[src/hdl/oqr_pkg.sv]
package oqr_pkg;

    // Field widths of one queue entry, and the width of the entry total
    localparam int ID_W   = 8;
    localparam int DATA_W = 32;
    localparam int TOTAL_W = 5;

    // Request kinds
    localparam logic KIND_APPEND = 1'b0;
    localparam logic KIND_REMOVE = 1'b1;

    // Result status codes
    typedef enum logic [1:0] {
        ST_DONE      = 2'd0,
        ST_FULL      = 2'd1,
        ST_NOT_FOUND = 2'd2
    } t_status;

    // Controller states
    typedef enum logic {
        S_IDLE,
        S_WALK
    } t_state;

    // One stored entry
    typedef struct packed {
        logic [ID_W-1:0]   id;
        logic [DATA_W-1:0] data;
    } t_entry;

    // Memory port enables from controller to store
    typedef struct packed {
        logic wr_en;
        logic rd_en;
    } t_mem_ctl;

endpackage

[src/hdl/oqr_store.sv]
module oqr_store import oqr_pkg::*; #(
    parameter int DEPTH = 16,
    parameter int AW    = 4
) (
    input  logic          i_clk,
    input  t_mem_ctl      i_ctl,
    input  logic [AW-1:0] i_waddr,
    input  t_entry        i_wdata,
    input  logic [AW-1:0] i_raddr,
    output t_entry        o_rdata
);

    t_entry r_mem [DEPTH];
    t_entry r_rdata;

    // Write one entry, read one entry with registered data
    always_ff @(posedge i_clk) begin
        if (i_ctl.wr_en) begin
            r_mem[i_waddr] <= i_wdata;
        end
        if (i_ctl.rd_en) begin
            r_rdata <= r_mem[i_raddr];
        end
    end

    assign o_rdata = r_rdata;

endmodule

[src/hdl/oqr_ctrl.sv]
module oqr_ctrl import oqr_pkg::*; #(
    parameter int DEPTH = 16,
    parameter int AW    = 4,
    parameter int CW    = 5
) (
    input  logic               i_clk,
    input  logic               i_rst_n,
    input  logic               start,
    output logic               busy,
    input  logic               i_kind,
    input  logic [ID_W-1:0]    i_player_id,
    input  logic [DATA_W-1:0]  i_player_data,
    output t_mem_ctl           o_mem_ctl,
    output logic [AW-1:0]      o_waddr,
    output t_entry             o_wdata,
    output logic [AW-1:0]      o_raddr,
    input  t_entry             i_rdata,
    output logic               o_result_valid,
    output logic               o_head_valid,
    output logic [ID_W-1:0]    o_head_id,
    output logic [DATA_W-1:0]  o_head_data,
    output logic               o_queue_empty,
    output logic [TOTAL_W-1:0] o_entry_total,
    output logic [1:0]         o_status
);

    t_state            r_state, n_state;
    logic [CW-1:0]     r_count, n_count;
    t_entry            r_head, n_head;
    logic [ID_W-1:0]   r_id, n_id;
    logic [CW-1:0]     r_rd_addr, n_rd_addr;
    logic              r_rt_vld, n_rt_vld;
    logic [AW-1:0]     r_rt_idx, n_rt_idx;
    logic              r_found, n_found;

    logic              r_out_valid, n_out_valid;
    logic              r_out_head_valid, n_out_head_valid;
    t_entry            r_out_head, n_out_head;
    logic [TOTAL_W-1:0] r_out_total, n_out_total;
    t_status           r_out_status, n_out_status;

    logic              rd_more;
    logic              last;
    logic              match;
    logic              finish;
    t_status           fin_status;
    logic [CW+TOTAL_W-1:0] count_wide;

    // Walk status
    assign rd_more = (r_rd_addr < r_count);
    assign last    = r_rt_vld && (CW'(r_rt_idx) == (r_count - CW'(1)));
    assign match   = r_rt_vld && !r_found && (i_rdata.id == r_id);

    // Next state
    always_comb begin
        n_state = r_state;
        unique case (r_state)
            S_IDLE: begin
                if (start && (i_kind == KIND_REMOVE) && (r_count != '0)) begin
                    n_state = S_WALK;
                end
            end
            S_WALK: begin
                if (last) begin
                    n_state = S_IDLE;
                end
            end
            default: n_state = S_IDLE;
        endcase
    end

    // Datapath and memory control
    always_comb begin
        n_count          = r_count;
        n_head           = r_head;
        n_id             = r_id;
        n_rd_addr        = r_rd_addr;
        n_rt_vld         = 1'b0;
        n_rt_idx         = r_rt_idx;
        n_found          = r_found;
        o_mem_ctl        = '0;
        o_waddr          = r_count[AW-1:0];
        o_wdata          = '{id: i_player_id, data: i_player_data};
        o_raddr          = r_rd_addr[AW-1:0];
        finish           = 1'b0;
        fin_status       = ST_DONE;

        unique case (r_state)
            S_IDLE: begin
                if (start) begin
                    if (i_kind == KIND_APPEND) begin
                        finish = 1'b1;
                        if (r_count == CW'(DEPTH)) begin
                            fin_status = ST_FULL;
                        end else begin
                            // Store at the tail, track the head copy
                            o_mem_ctl.wr_en = 1'b1;
                            if (r_count == '0) begin
                                n_head = o_wdata;
                            end
                            n_count = r_count + CW'(1);
                        end
                    end else if (r_count == '0) begin
                        finish     = 1'b1;
                        fin_status = ST_NOT_FOUND;
                    end else begin
                        // Begin walk from the head
                        n_id      = i_player_id;
                        n_rd_addr = '0;
                        n_found   = 1'b0;
                    end
                end
            end
            S_WALK: begin
                // Issue the next read
                if (rd_more) begin
                    o_mem_ctl.rd_en = 1'b1;
                    n_rd_addr       = r_rd_addr + CW'(1);
                end
                n_rt_vld = rd_more;
                n_rt_idx = r_rd_addr[AW-1:0];
                // Handle the returned entry: search, or shift down one slot
                if (r_rt_vld) begin
                    if (r_found) begin
                        o_mem_ctl.wr_en = 1'b1;
                        o_waddr         = r_rt_idx - AW'(1);
                        o_wdata         = i_rdata;
                        if (r_rt_idx == AW'(1)) begin
                            n_head = i_rdata;
                        end
                    end else if (match) begin
                        n_found = 1'b1;
                    end
                end
                if (last) begin
                    finish = 1'b1;
                    if (r_found || match) begin
                        n_count = r_count - CW'(1);
                    end else begin
                        fin_status = ST_NOT_FOUND;
                    end
                end
            end
            default: ;
        endcase
    end

    // Build the result
    assign count_wide = {{TOTAL_W{1'b0}}, n_count};

    always_comb begin
        n_out_valid      = finish;
        n_out_head_valid = r_out_head_valid;
        n_out_head       = r_out_head;
        n_out_total      = r_out_total;
        n_out_status     = r_out_status;
        if (finish) begin
            n_out_head_valid = (n_count != '0);
            n_out_head       = (n_count != '0) ? n_head : '0;
            n_out_total      = count_wide[TOTAL_W-1:0];
            n_out_status     = fin_status;
        end
    end

    // Control registers
    always_ff @(posedge i_clk) begin
        if (!i_rst_n) begin
            r_state     <= S_IDLE;
            r_count     <= '0;
            r_rt_vld    <= 1'b0;
            r_out_valid <= 1'b0;
        end else begin
            r_state     <= n_state;
            r_count     <= n_count;
            r_rt_vld    <= n_rt_vld;
            r_out_valid <= n_out_valid;
        end
    end

    // Payload registers
    always_ff @(posedge i_clk) begin
        r_head           <= n_head;
        r_id             <= n_id;
        r_rd_addr        <= n_rd_addr;
        r_rt_idx         <= n_rt_idx;
        r_found          <= n_found;
        r_out_head_valid <= n_out_head_valid;
        r_out_head       <= n_out_head;
        r_out_total      <= n_out_total;
        r_out_status     <= n_out_status;
    end

    assign busy           = (r_state != S_IDLE);
    assign o_result_valid = r_out_valid;
    assign o_head_valid   = r_out_head_valid;
    assign o_head_id      = r_out_head.id;
    assign o_head_data    = r_out_head.data;
    assign o_queue_empty  = !r_out_head_valid;
    assign o_entry_total  = r_out_total;
    assign o_status       = r_out_status;

endmodule

[src/hdl/ordered_queue_remove_by_id_unit.sv]
// Channel   Handshake                      Payload
// request   start / busy (accept: start & !busy)  i_kind, i_player_id, i_player_data
// result    o_result_valid (one-cycle strobe)     o_head_valid, o_head_id, o_head_data,
//                                                 o_queue_empty, o_entry_total, o_status
//
// Append and rejected requests finish in the accept cycle: the result strobes the cycle after accept.
// A remove walks the entry memory through its single read port, one entry per cycle,
// and shifts later entries down through the write port behind the read: busy stays
// high until the last entry returns, and the result strobes in the first cycle busy is low.
// Reset is synchronous and active low; it empties the queue without touching memory.
// The receiver cannot stall; a new request may be accepted while a result strobes.
module ordered_queue_remove_by_id_unit import oqr_pkg::*; #(
    parameter int QUEUE_DEPTH = 16
) (
    input  logic               i_clk,
    input  logic               i_rst_n,
    input  logic               start,
    output logic               busy,
    input  logic               i_kind,
    input  logic [ID_W-1:0]    i_player_id,
    input  logic [DATA_W-1:0]  i_player_data,
    output logic               o_result_valid,
    output logic               o_head_valid,
    output logic [ID_W-1:0]    o_head_id,
    output logic [DATA_W-1:0]  o_head_data,
    output logic               o_queue_empty,
    output logic [TOTAL_W-1:0] o_entry_total,
    output logic [1:0]         o_status
);

    localparam int AW = $clog2(QUEUE_DEPTH);
    localparam int CW = $clog2(QUEUE_DEPTH + 1);
    localparam logic [CW+TOTAL_W-1:0] FULL_WIDE = (CW+TOTAL_W)'(QUEUE_DEPTH);
    localparam logic [TOTAL_W-1:0] FULL_TOTAL = FULL_WIDE[TOTAL_W-1:0];

    t_mem_ctl      mem_ctl;
    logic [AW-1:0] waddr;
    logic [AW-1:0] raddr;
    t_entry        wdata;
    t_entry        rdata;

    // Entry memory
    oqr_store #(
        .DEPTH (QUEUE_DEPTH),
        .AW    (AW)
    ) u_store (
        .i_clk   (i_clk),
        .i_ctl   (mem_ctl),
        .i_waddr (waddr),
        .i_wdata (wdata),
        .i_raddr (raddr),
        .o_rdata (rdata)
    );

    // Request sequencer
    oqr_ctrl #(
        .DEPTH (QUEUE_DEPTH),
        .AW    (AW),
        .CW    (CW)
    ) u_ctrl (
        .i_clk          (i_clk),
        .i_rst_n        (i_rst_n),
        .start          (start),
        .busy           (busy),
        .i_kind         (i_kind),
        .i_player_id    (i_player_id),
        .i_player_data  (i_player_data),
        .o_mem_ctl      (mem_ctl),
        .o_waddr        (waddr),
        .o_wdata        (wdata),
        .o_raddr        (raddr),
        .i_rdata        (rdata),
        .o_result_valid (o_result_valid),
        .o_head_valid   (o_head_valid),
        .o_head_id      (o_head_id),
        .o_head_data    (o_head_data),
        .o_queue_empty  (o_queue_empty),
        .o_entry_total  (o_entry_total),
        .o_status       (o_status)
    );

    // An accepted request either finishes next cycle or holds busy
    a_accept_progress: assert property (@(posedge i_clk) disable iff (!i_rst_n)
        (start && !busy) |=> (o_result_valid || busy))
        else $error("accepted request neither finished nor busy");

    // A result never strobes while a remove walk is running
    a_result_idle: assert property (@(posedge i_clk) disable iff (!i_rst_n)
        o_result_valid |-> !busy)
        else $error("result strobed during walk");

    // An empty queue reports a zero head
    a_empty_head: assert property (@(posedge i_clk) disable iff (!i_rst_n)
        (o_result_valid && o_queue_empty) |-> (o_head_id == '0 && o_head_data == '0))
        else $error("empty queue with nonzero head");

    // A dropped append reports a full queue
    a_full_total: assert property (@(posedge i_clk) disable iff (!i_rst_n)
        (o_result_valid && o_status == ST_FULL) |-> (o_entry_total == FULL_TOTAL))
        else $error("full status with wrong entry total");

endmodule

[config.mk]
export PLATFORM = sky130hd
export DESIGN_NAME = ordered_queue_remove_by_id_unit
export DESIGN_NICKNAME = d
export VERILOG_FILES = /design/src/hdl/oqr_pkg.sv /design/src/hdl/oqr_store.sv /design/src/hdl/oqr_ctrl.sv /design/src/hdl/ordered_queue_remove_by_id_unit.sv
export SDC_FILE = /design/constraint.sdc
export NUM_CORES = 1
export LEC_CHECK = 0
export BUFFER_PORTS_ARGS = -buffer_cell sky130_fd_sc_hd__buf_2
export CAP_MARGIN = 20
export CORE_MARGIN = 2
export CORE_UTILIZATION = 62
export DETAILED_ROUTE_END_ITERATION = 7
export PLACE_DENSITY_LB_ADDON = 0.3
export REMOVE_ABC_BUFFERS = 1
export SLEW_MARGIN = 20
export SYNTH_ARGS = -nofsm -noshare
export SYNTH_HDL_FRONTEND = slang
export SYNTH_SLANG_ARGS = --single-unit
[constraint.sdc]
create_clock -name i_clk -period 6.35 [get_ports i_clk]
set_clock_uncertainty 0.05 [all_clocks]
set_input_delay 0.9525 -clock i_clk [delete_from_list [all_inputs] [get_ports i_clk]]
set_output_delay 0.9525 -clock i_clk [all_outputs]
set_load 0.01 [all_outputs]
# After elaboration in Yosys (flattened, before gate mapping)
# Memories as Yosys holds them, arrays and structs flattened. A register that Yosys moved wholly into a read port is not among the register bits.
# Cells that the tools add are included.
# word_totals
regBits,114
latchBits,0
mem_bits_rw,640
rom_bits,0
inputBits,44
out_inout_bits,51
memories,1
# classes
addsub,4
multipliers,0
div,0
n_lt_le_gt_ge,1
n_eq_ne,9
shifts,0
mux,57
bitwise_logic,2
reduce_logical,15
# mem_list
name,depth,width,rd,rd_ports_with_merged_regs,write_ports,line_no,text
u_store.r_mem,16,40,1,1,1,oqr_store.sv:13,t_entry r_mem [DEPTH];
# ops
operator,n
40-bit 2-to-1 mux,10
40-bit one-hot mux with 2 select lines,1
5-bit 2-to-1 mux,9
1-bit 2-to-1 mux,22
5-bit one-hot mux with 2 select lines,2
4-bit 2-to-1 mux,3
4-bit AND reduction,3
5-bit by 1-bit adder with 5-bit output (second input constant),2
2-bit 2-to-1 mux,5
2-bit != test (second input constant),5
5-bit nonzero test,2
8-bit equality test,1
1-bit one-hot mux with 2 select lines,4
4-bit by 5-bit equality test with 1-bit output,1
5-bit equality test (second input constant),1
1-bit logical AND,5
5-bit logical NOT,1
5-bit < comparator,1
5-bit by 1-bit subtractor with 5-bit output (second input constant),1
4-bit by 1-bit equality test with 1-bit output (second input constant),1
2-bit one-hot mux with 2 select lines,1
4-bit by 1-bit subtractor with 4-bit output (second input constant),1
1-bit logical NOT,2
1-bit NOT,2
2 further kinds,2

# Depth between registers and ports, before layout
# Gate-level depths: netlist (run 1).
# logic_depth
depth_word,8
ltp_mapped,11
mapped_depth_nobuf,8

# Modules after synthesis
# From an unflattened synthesis (run 1), not the netlist that was laid out.
# hier_totals
cells_unflattened,1586
hier_area_um2,31936.9
# modules_own_cells
module,n_inst,cells_each,area_each_um2
oqr_store,1,1040,25532.0
oqr_ctrl,1,546,6404.9

# Worst setup path before layout (run 1)
# OpenSTA, ideal clock, no wires.
# synth_path
path_type,reg-to-reg
start,register u_ctrl.r_count[0]
end,"register u_ctrl.r_out_total[0] (netlist: u_ctrl.o_entry_total[0]), enable pin"
setup_time_ps,522
arrival_time_ps,4619
required_ps,5778
setup_slack_ps,1159
path_stages_with_launch,8
n_path_buf,0
path_cell_list,dfxtp_1 inv_1 ha_1 nor3b_4 nand2_1 nand2_1 nand2_1 o21ai_0
# synth_between
elab_chain_len,5
elab_cells_between_ends,9
cone_classes,add/sub: 1; eq/ne: 1; mux: 5; reduce/logical: 2
# synth_lines
item,line_no,text
"start, declared",oqr_ctrl.sv:28,"logic [CW-1:0] r_count, n_count;"
"start signal, assigned",oqr_ctrl.sv:174,r_count <= n_count;
5-bit by 1-bit subtractor with 5-bit output or 5-bit logical NOT (tied branches),"oqr_ctrl.sv:51, oqr_ctrl.sv:103",
4-bit by 5-bit equality test with 1-bit output or 1-bit 2-to-1 mux (tied branches),"oqr_ctrl.sv:51, oqr_ctrl.sv:103",
1-bit logical AND or 1-bit 2-to-1 mux (tied branches),"oqr_ctrl.sv:51, oqr_ctrl.sv:91",
1-bit 2-to-1 mux (on tied branches),"oqr_ctrl.sv:135, oqr_ctrl.sv:90",
1-bit one-hot mux with 2 select lines (*),oqr_ctrl.sv:88,unique case (r_state)
named net u_ctrl.finish,oqr_ctrl.sv:45,logic finish;
"end signal, assigned",oqr_ctrl.sv:189,r_out_total <= n_out_total;
"end, declared",oqr_ctrl.sv:39,"logic [TOTAL_W-1:0] r_out_total, n_out_total;"
# The timed path passes the listed nets; every way through them passes the cells marked *.
# A chain may end at the register's enable or synchronous reset.

# Worst setup path in the final report (run 1)
# layout_path
start,register u_ctrl.r_count[0]
end,"register u_ctrl.r_out_head, in the netlist u_ctrl.o_head_id[0] (data pin)"
# layout_between
elab_chain_len,6
elab_cells_between_ends,18
cone_classes,add/sub: 2; eq/ne: 2; mux: 11; reduce/logical: 3
# layout_lines
item,line_no,text
"5-bit by 1-bit subtractor with 5-bit output, or another cell as far along","oqr_ctrl.sv:51, oqr_ctrl.sv:138",
"4-bit by 5-bit equality test with 1-bit output, or another cell as far along",oqr_ctrl.sv:51,assign last = r_rt_vld && (CW'(r_rt_idx) == (r_count - CW'(1)));
"1-bit logical AND, or another cell as far along",oqr_ctrl.sv:51,
"5-bit 2-to-1 mux, or another cell as far along",oqr_ctrl.sv:135,if (last) begin
5-bit one-hot mux with 2 select lines or 40-bit 2-to-1 mux (tied branches),"oqr_ctrl.sv:88, oqr_ctrl.sv:90",
5-bit nonzero test or 40-bit one-hot mux with 2 select lines (tied branches),"oqr_ctrl.sv:159, oqr_ctrl.sv:88",
"end signal, assigned",oqr_ctrl.sv:188,r_out_head <= n_out_head;
"end, declared",oqr_ctrl.sv:38,"t_entry r_out_head, n_out_head;"
# Parallel ways exist; a longest one is shown, timed or not.

==> results.sh, run 1 <==
export IMPL_status="finished, final reports clean"
export IMPL_arrival_ns=4.49
export IMPL_cts_resized_gates=0
export IMPL_finalHoldViolCount=0
export IMPL_diodes=0
export IMPL_worst_r2r_path_depth=9
export IMPL_period_minus_slack_ns=4.25
export IMPL_hold_depth=1
export IMPL_synth_common_cells="746 x edfxtp_1, 200 x mux4_2, 138 x nand2_1"
export IMPL_crit_type="flop to flop"
export IMPL_ys_ff_latch=794
export IMPL_end_kind="flop"
export IMPL_fin_crit_sh_pct=66.9
export IMPL_clk_pin_slew_ns=0.06
export IMPL_ir_drop_uv=261
export IMPL_yosys_warnings=0
export IMPL_syn_instance_count=1565
export IMPL_synth_most_common_cell="edfxtp_1"
export IMPL_synth_largest_area_cell="edfxtp_1"
export IMPL_avgSynthCellArea_sq_um=20.3
export IMPL_synthTopCellsByArea="edfxtp_1 71%, mux4_2 14%, dfxtp_1 3.0%"
export IMPL_crit_required_ns=6.59
export IMPL_relSlewSlack_pct=24.6
export IMPL_synth_top_area_share_pct=70.5
export IMPL_worstReg2RegEnd="u_ctrl.o_head_id[0]$_SDFFCE_PN0P_"
export IMPL_startpoint_type="flop"
export IMPL_worstHoldStart="i_player_id[0]"
export IMPL_multi_input_area_sq_mm=0.00789
export IMPL_cts_made_buffers=78
export IMPL_dr_pass1_iters=6
export IMPL_power_density_mw_per_mm2=331
export IMPL_seqCellArea_sq_mm=0.0234
export IMPL_wl_um=73500
export IMPL_vias=16289
export IMPL_total_power_w=0.0117
export IMPL_cts_setup_buffers=0
export IMPL_port_buffers=94
export IMPL_ys_flop_type="edfxtp_1"
export IMPL_hold_buffers=0
export IMPL_cts_root_buf="clkbuf_16"
export IMPL_routedWlPerCell_um=30.4
export IMPL_syn_area_sq_mm=0.0318
export IMPL_avgViaCountPerCell=6.74
export IMPL_h_tree_depth=3
export IMPL_path_max_fanout=26
export IMPL_synth_edff_count=746
export IMPL_cts_tree="built"
export IMPL_dp_hpwl_um=39200
export IMPL_grt_remaining_overflow=0
export IMPL_initialDrtViolationCount=2177
export IMPL_gp_congestion=0.847
export IMPL_clk_path_buf_depth=3
export IMPL_worstMarginPinSlew_ns=1.13
export IMPL_grt_max_degree=164
export IMPL_final_cell_count_no_fill=2418
export IMPL_r2r_slack_ns=2.10
export IMPL_hold_end="u_ctrl.r_id[0]$_DFFE_PP_"
export IMPL_place_inst=2277
export IMPL_drv_cap=0
export IMPL_grt_pass1_wl_um=109000
export IMPL_area_growth_syn_to_layout_pct=11.8
export IMPL_fmax_mhz=235
export IMPL_route_detailed_drc=0
export IMPL_seq_area_frac_synth_pct=73.5
export IMPL_clock_sinks=794
export IMPL_rsz0062_at_grt="false"
export IMPL_dieArea_sq_mm=0.0531
export IMPL_antenna_found_initial=2
export IMPL_finalSetupViolCount=0
export IMPL_drive_gt1_share_pct=30.5
export IMPL_layout_nets=1738
export IMPL_clock_latency_ns=0.61
export IMPL_synth_cell_types=57
export IMPL_ios=95
export IMPL_final_antenna_net_count=0
export IMPL_die_h_um=230
export IMPL_p_leak_nw=12.2
export IMPL_core_area_sq_mm=0.0504
export IMPL_fp_dieW_um=230
export IMPL_track_usage_pct=28.5
export IMPL_r2r_start="u_ctrl.r_count[0]$_SDFF_PN0_"
export IMPL_hp_class="input port to flop"
export IMPL_drv_slew=0
export IMPL_fp_row_count=82
export IMPL_async_flop_share_pct=0
export IMPL_initial_core_util_pct=63.1
export IMPL_n_fill_cell=2950
export IMPL_grt_pass1_vias=16764
-- stage by stage --
| step | hold slack, ns | area (sq um) | setup slack [ns] | setup TNS, ns | util [%] |
|---|---|---|---|---|---|
| 2_1_floorplan | 0.488 | 31300 | -1.39 | -120.68 | - |
| 3_3_place_gp | 0.503 | 33100 | 2.43 | 0 | 65.6 |
| 3_5_place_dp | 0.528 | 33100 | 2.25 | 0 | 65.6 |
| 4_1_cts | 0.495 | 35500 | 2.22 | 0 | 70.5 |
| 5_1_grt | 0.503 | 35500 | 1.92 | 0 | 70.5 |
| 6_report | 0.516 | 35500 | 2.10 | 0 | 70.5 |
-- worst max-delay path: stages, from the launching register on --
cell and delay (ns):
dfxtp_1 0.53, inv_1 0.23, ha_1 0.33, nor3b_4 0.19, xnor2_1 0.22, and4_1 0.42
a31oi_1 0.18, o31ai_4 0.91, buf_4 0.61, a41oi_1 0.24
-- registers in the layout (all words and copies together) (netlist names) --
name	count
u_ctrl.o_entry_total	5
u_ctrl.r_count	5
u_ctrl.o_head_valid	1
u_ctrl.r_rt_vld	1
u_ctrl.o_head_data	32
u_ctrl.r_id	8
u_ctrl.o_result_valid	1
u_ctrl.r_found	1
u_ctrl.r_rd_addr	5
u_ctrl.r_head	40
u_ctrl.o_status	2
u_ctrl.r_rt_idx	4
u_store.r_mem	640
u_ctrl.o_head_id	8
u_store.o_rdata	40
u_ctrl.busy	1
-- report_power, final --
| part | switching (W) | internal, W | total (W) |
|---|---|---|---|
| registers | 0.000122 | 0.00601 | 0.00613 |
| logic | 0.000721 | 0.000469 | 0.00119 |
| clock network | 0.00187 | 0.00255 | 0.00442 |
-- cells in the final DEF (no fill, tap or decap), types with 5 or more instances in the layout --
| master | count |
|---|---|
| a41oi_1 | 20 |
| a41oi_2 | 20 |
| and2_1 | 7 |
| buf_2 | 94 |
| buf_4 | 34 |
| clkbuf_1 | 26 |
| clkbuf_16 | 81 |
| clkbuf_8 | 7 |
| clkinv_1 | 9 |
| clkinv_2 | 9 |
| clkinvlp_4 | 5 |
| dfxtp_1 | 47 |
| edfxtp_1 | 746 |
| ha_1 | 9 |
| inv_1 | 53 |
| mux2_2 | 40 |
| mux2i_1 | 80 |
| mux4_2 | 200 |
| nand2_1 | 137 |
| nor2_1 | 16 |
| nor2_4 | 16 |
| xnor2_1 | 8 |
| xor2_1 | 12 |
-- per-layer routing --
| layer | up-vias | GRT usage (%) | wire length, um |
|---|---|---|---|
| met2 | 1033 | 45.7 | 36100 |
| met3 | 150 | 5.16 | 7320 |
| li1 | 6589 | - | - |
| met5 | - | 0 | 22 |
| met4 | 4 | 9.09 | 2030 |
| met1 | 8513 | 40.9 | 28100 |
-- logic make-up after synthesis --
logic type,count (synthesis),share of synthesized area (%)
buffers and inverters,145,2.11
XOR/XNOR,21,0.603
flip-flops,794,73.5
multiplexers,320,18.1
AND/OR/NAND/NOR,207,2.87
adder cells (fa/ha/maj),9,0.354
AO/OA/AOI/OAI,69,2.41
-- worst max path at each step --
stage / from / end / slack [ns] / depth (start not counted)
4_1_cts: u_ctrl.r_count[0]$_SDFF_PN0_ / u_ctrl.o_head_id[0]$_SDFFCE_PN0P_ / 2.22 / 9
2_1_floorplan: u_ctrl.r_rd_addr[0]$_SDFFCE_PN0P_ / u_store.o_rdata[0]$_DFFE_PP_ / -1.39 / 2
3_5_place_dp: u_ctrl.r_count[0]$_SDFF_PN0_ / u_ctrl.o_head_id[0]$_SDFFCE_PN0P_ / 2.25 / 9
3_3_place_gp: u_ctrl.r_count[0]$_SDFF_PN0_ / u_store.r_mem[13][10]$_DFFE_PP_ / 2.43 / 7
6_report: u_ctrl.r_count[0]$_SDFF_PN0_ / u_ctrl.o_head_id[0]$_SDFFCE_PN0P_ / 2.10 / 9
5_1_grt: u_ctrl.r_count[0]$_SDFF_PN0_ / u_ctrl.o_head_id[0]$_SDFFCE_PN0P_ / 1.92 / 9
-- area by class of cell --
cell class	count	share of cell area (%)
flip-flops and latches	794	65.8
clock buffers	114	6.26
well taps	672	2.37
repair buffers	130	2.16
multi-input cells	626	22.2
clock inverters	27	0.606
inverters	55	0.581
Power figures use the tool's default switching activity.
==> inputs of run 2 (changes only) <==
- CORE_UTILIZATION: 62 -> 56
- clock period: 6.35 -> 3.8 ns (I/O delays scaled with it)
==> results.sh, run 2 (same netlist as run 1, synthesis figures left out) <==
export IMPL_arrival_ns=3.63
export IMPL_crit_type="flop to flop"
export IMPL_finalHoldViolCount=0
export IMPL_fp_row_count=87
export IMPL_largest_register="u_store.r_mem"
export IMPL_p_leak_nw=12.3
export IMPL_path_max_fanout=23
export IMPL_initial_core_util_pct=56.5
export IMPL_total_power_w=0.0197
export IMPL_initialDrtViolationCount=1968
export IMPL_crit_required_ns=4.01
export IMPL_worstReg2RegEnd="u_store.r_mem[3][26]$_DFFE_PP_"
export IMPL_finalSetupViolCount=0
export IMPL_die_h_um=242
export IMPL_end_kind="flop"
export IMPL_vias=15781
export IMPL_critPathMaxStageDelay_ns=0.54
export IMPL_h_tree_depth=3
export IMPL_wl_um=73000
export IMPL_design_area_sq_mm=0.0358
export IMPL_layout_nets=1748
export IMPL_gp_congestion=0.820
export IMPL_r2r_start="u_ctrl.r_count[0]$_SDFF_PN0_"
export IMPL_crit_chain="inv_1 > ha_1 > and4bb_1 > nor3_2 > nand2_1 > o32a_1 > nor2_4 > buf_4"
export IMPL_cp_depth=8
export IMPL_grt_pass1_wl_um=107000
export IMPL_cts_root_buf="clkbuf_16"
export IMPL_r2r_slack_ns=0.38
export IMPL_fmax_mhz=292
export IMPL_dieArea_sq_mm=0.0587
export IMPL_clock_latency_ns=0.62
export IMPL_cts_setup_buffers=0
export IMPL_grt_remaining_overflow=0
export IMPL_largest_reg_flops=640
export IMPL_avgViaCountPerCell=6.28
export IMPL_hold_buffers=0
export IMPL_cts_made_buffers=77
export IMPL_hp_class="input port to flop"
export IMPL_period_minus_slack_ns=3.42
export IMPL_clk_pin_slew_ns=0.06
export IMPL_grt_pass1_vias=15665
export IMPL_status="finished, final reports clean"
export IMPL_whs_ns=0.141
export IMPL_port_buffers=94
export IMPL_crit_path_end="u_store.r_mem[3][26]$_DFFE_PP_"
export IMPL_placed_area_sq_mm=0.0334
export IMPL_final_antenna_net_count=0
export IMPL_final_cell_mix="746 x edfxtp_1, 200 x mux4_2, 137 x nand2_1"
export IMPL_ios=95
export IMPL_clk_path_buf_depth=3
export IMPL_cp_top_family="simple AND/OR/NAND/NOR gates"
export IMPL_dp_hpwl_um=46200
export IMPL_final_common_cell="edfxtp_1"
export IMPL_preCtsSetupSlack_ns=0.459
export IMPL_drv_cap=0
export IMPL_fin_setup_tns_ns=0
export IMPL_core_area_sq_mm=0.0563
export IMPL_worstMarginPinSlew_ns=1.01
export IMPL_antenna_found_initial=3
export IMPL_drv_slew=0
export IMPL_cts_tree="built"
export IMPL_fin_crit_sh_pct=90.0
export IMPL_routedWlPerCell_um=29.1
export IMPL_cpMaxStageDelayCell="dfxtp_1"
export IMPL_ir_drop_uv=336
export IMPL_relSlewSlack_pct=32.7
export IMPL_crit_buf_inv=2
export IMPL_finalWorstSetupSlack_ns=0.380
export IMPL_cts_resized_gates=0
export IMPL_area_growth_syn_to_layout_pct=12.8
export IMPL_worst_r2r_path_depth=8
export IMPL_fp_dieW_um=242
export IMPL_drive_gt1_share_pct=31.1
export IMPL_clock_sinks=794
export IMPL_n_fill_cell=3702
export IMPL_dr_pass1_iters=6
export IMPL_grt_max_degree=164
export IMPL_setup_worst_path_start="u_ctrl.r_count[0]$_SDFF_PN0_"
export IMPL_startpoint_type="flop"
export IMPL_route_detailed_drc=0
export IMPL_power_density_mw_per_mm2=550
export IMPL_rsz0062_at_grt="false"
export IMPL_track_usage_pct=25.3
==> run 2: worst register-to-register path, cell delays in order, from the launching register on <==
cell and delay (ns):
dfxtp_1 0.54, inv_1 0.24, ha_1 0.34, and4bb_1 0.27
nor3_2 0.49, nand2_1 0.19, o32a_1 0.41, nor2_4 0.18
buf_4 0.35
==> run 2: worst min-delay path by stage <==
stage | from | end | slack (ns) | cells after the start
after floorplan | u_ctrl.r_head[0]$_DFF_P_ | u_ctrl.r_head[0]$_DFF_P_ | 0.49 | 4
after global placement | u_ctrl.r_head[36]$_DFF_P_ | u_ctrl.r_head[36]$_DFF_P_ | 0.50 | 4
after detailed placement | u_ctrl.r_head[32]$_DFF_P_ | u_ctrl.r_head[32]$_DFF_P_ | 0.52 | 4
after CTS | i_player_id[6] | u_ctrl.r_id[6]$_DFFE_PP_ | 0.11 | 1
after global routing | i_player_id[6] | u_ctrl.r_id[6]$_DFFE_PP_ | 0.13 | 1
final | i_player_id[7] | u_ctrl.r_id[7]$_DFFE_PP_ | 0.14 | 1
==> run 2: final cells by class <==
class / count / area (sq um) / area share, %
Timing Repair Buffer: 141 / 1020 / 2.86
Clock inverter: 38 / 355 / 0.991
Tap cell: 756 / 946 / 2.64
Antenna cell: 1 / 2.50 / 0.00698
Sequential cell: 794 / 23400 / 65.2
Inverter: 55 / 206 / 0.576
Multi-Input combinational cell: 626 / 7890 / 22.0
Clock buffer: 100 / 2060 / 5.74
==> run 2: through the flow <==
stage / util [%] / instances
floorplan: - / 1475
global placement: 59.4 / 2372
detailed placement: 59.4 / 2372
CTS: 63.7 / 2510
global route: 63.7 / 2510
finish: 63.7 / 2511
==> run 2: report_power, final <==
group / leakage (nW) / internal, W / switching (W)
Sequential: 7.17 / 0.0100 / 0.000259
Clock: 1.17 / 0.00418 / 0.00318
Combinational: 3.94 / 0.000803 / 0.00123
Total: 12.3 / 0.0150 / 0.00467
==> run 2: routing by layer <==
metal	vias up	GRT usage, %	routed length, um
met3	72	9.05	9700
met4	2	5.81	1030
li1	6605	-	-
met2	793	33.8	30800
met5	-	0	12
met1	8309	40.0	31400
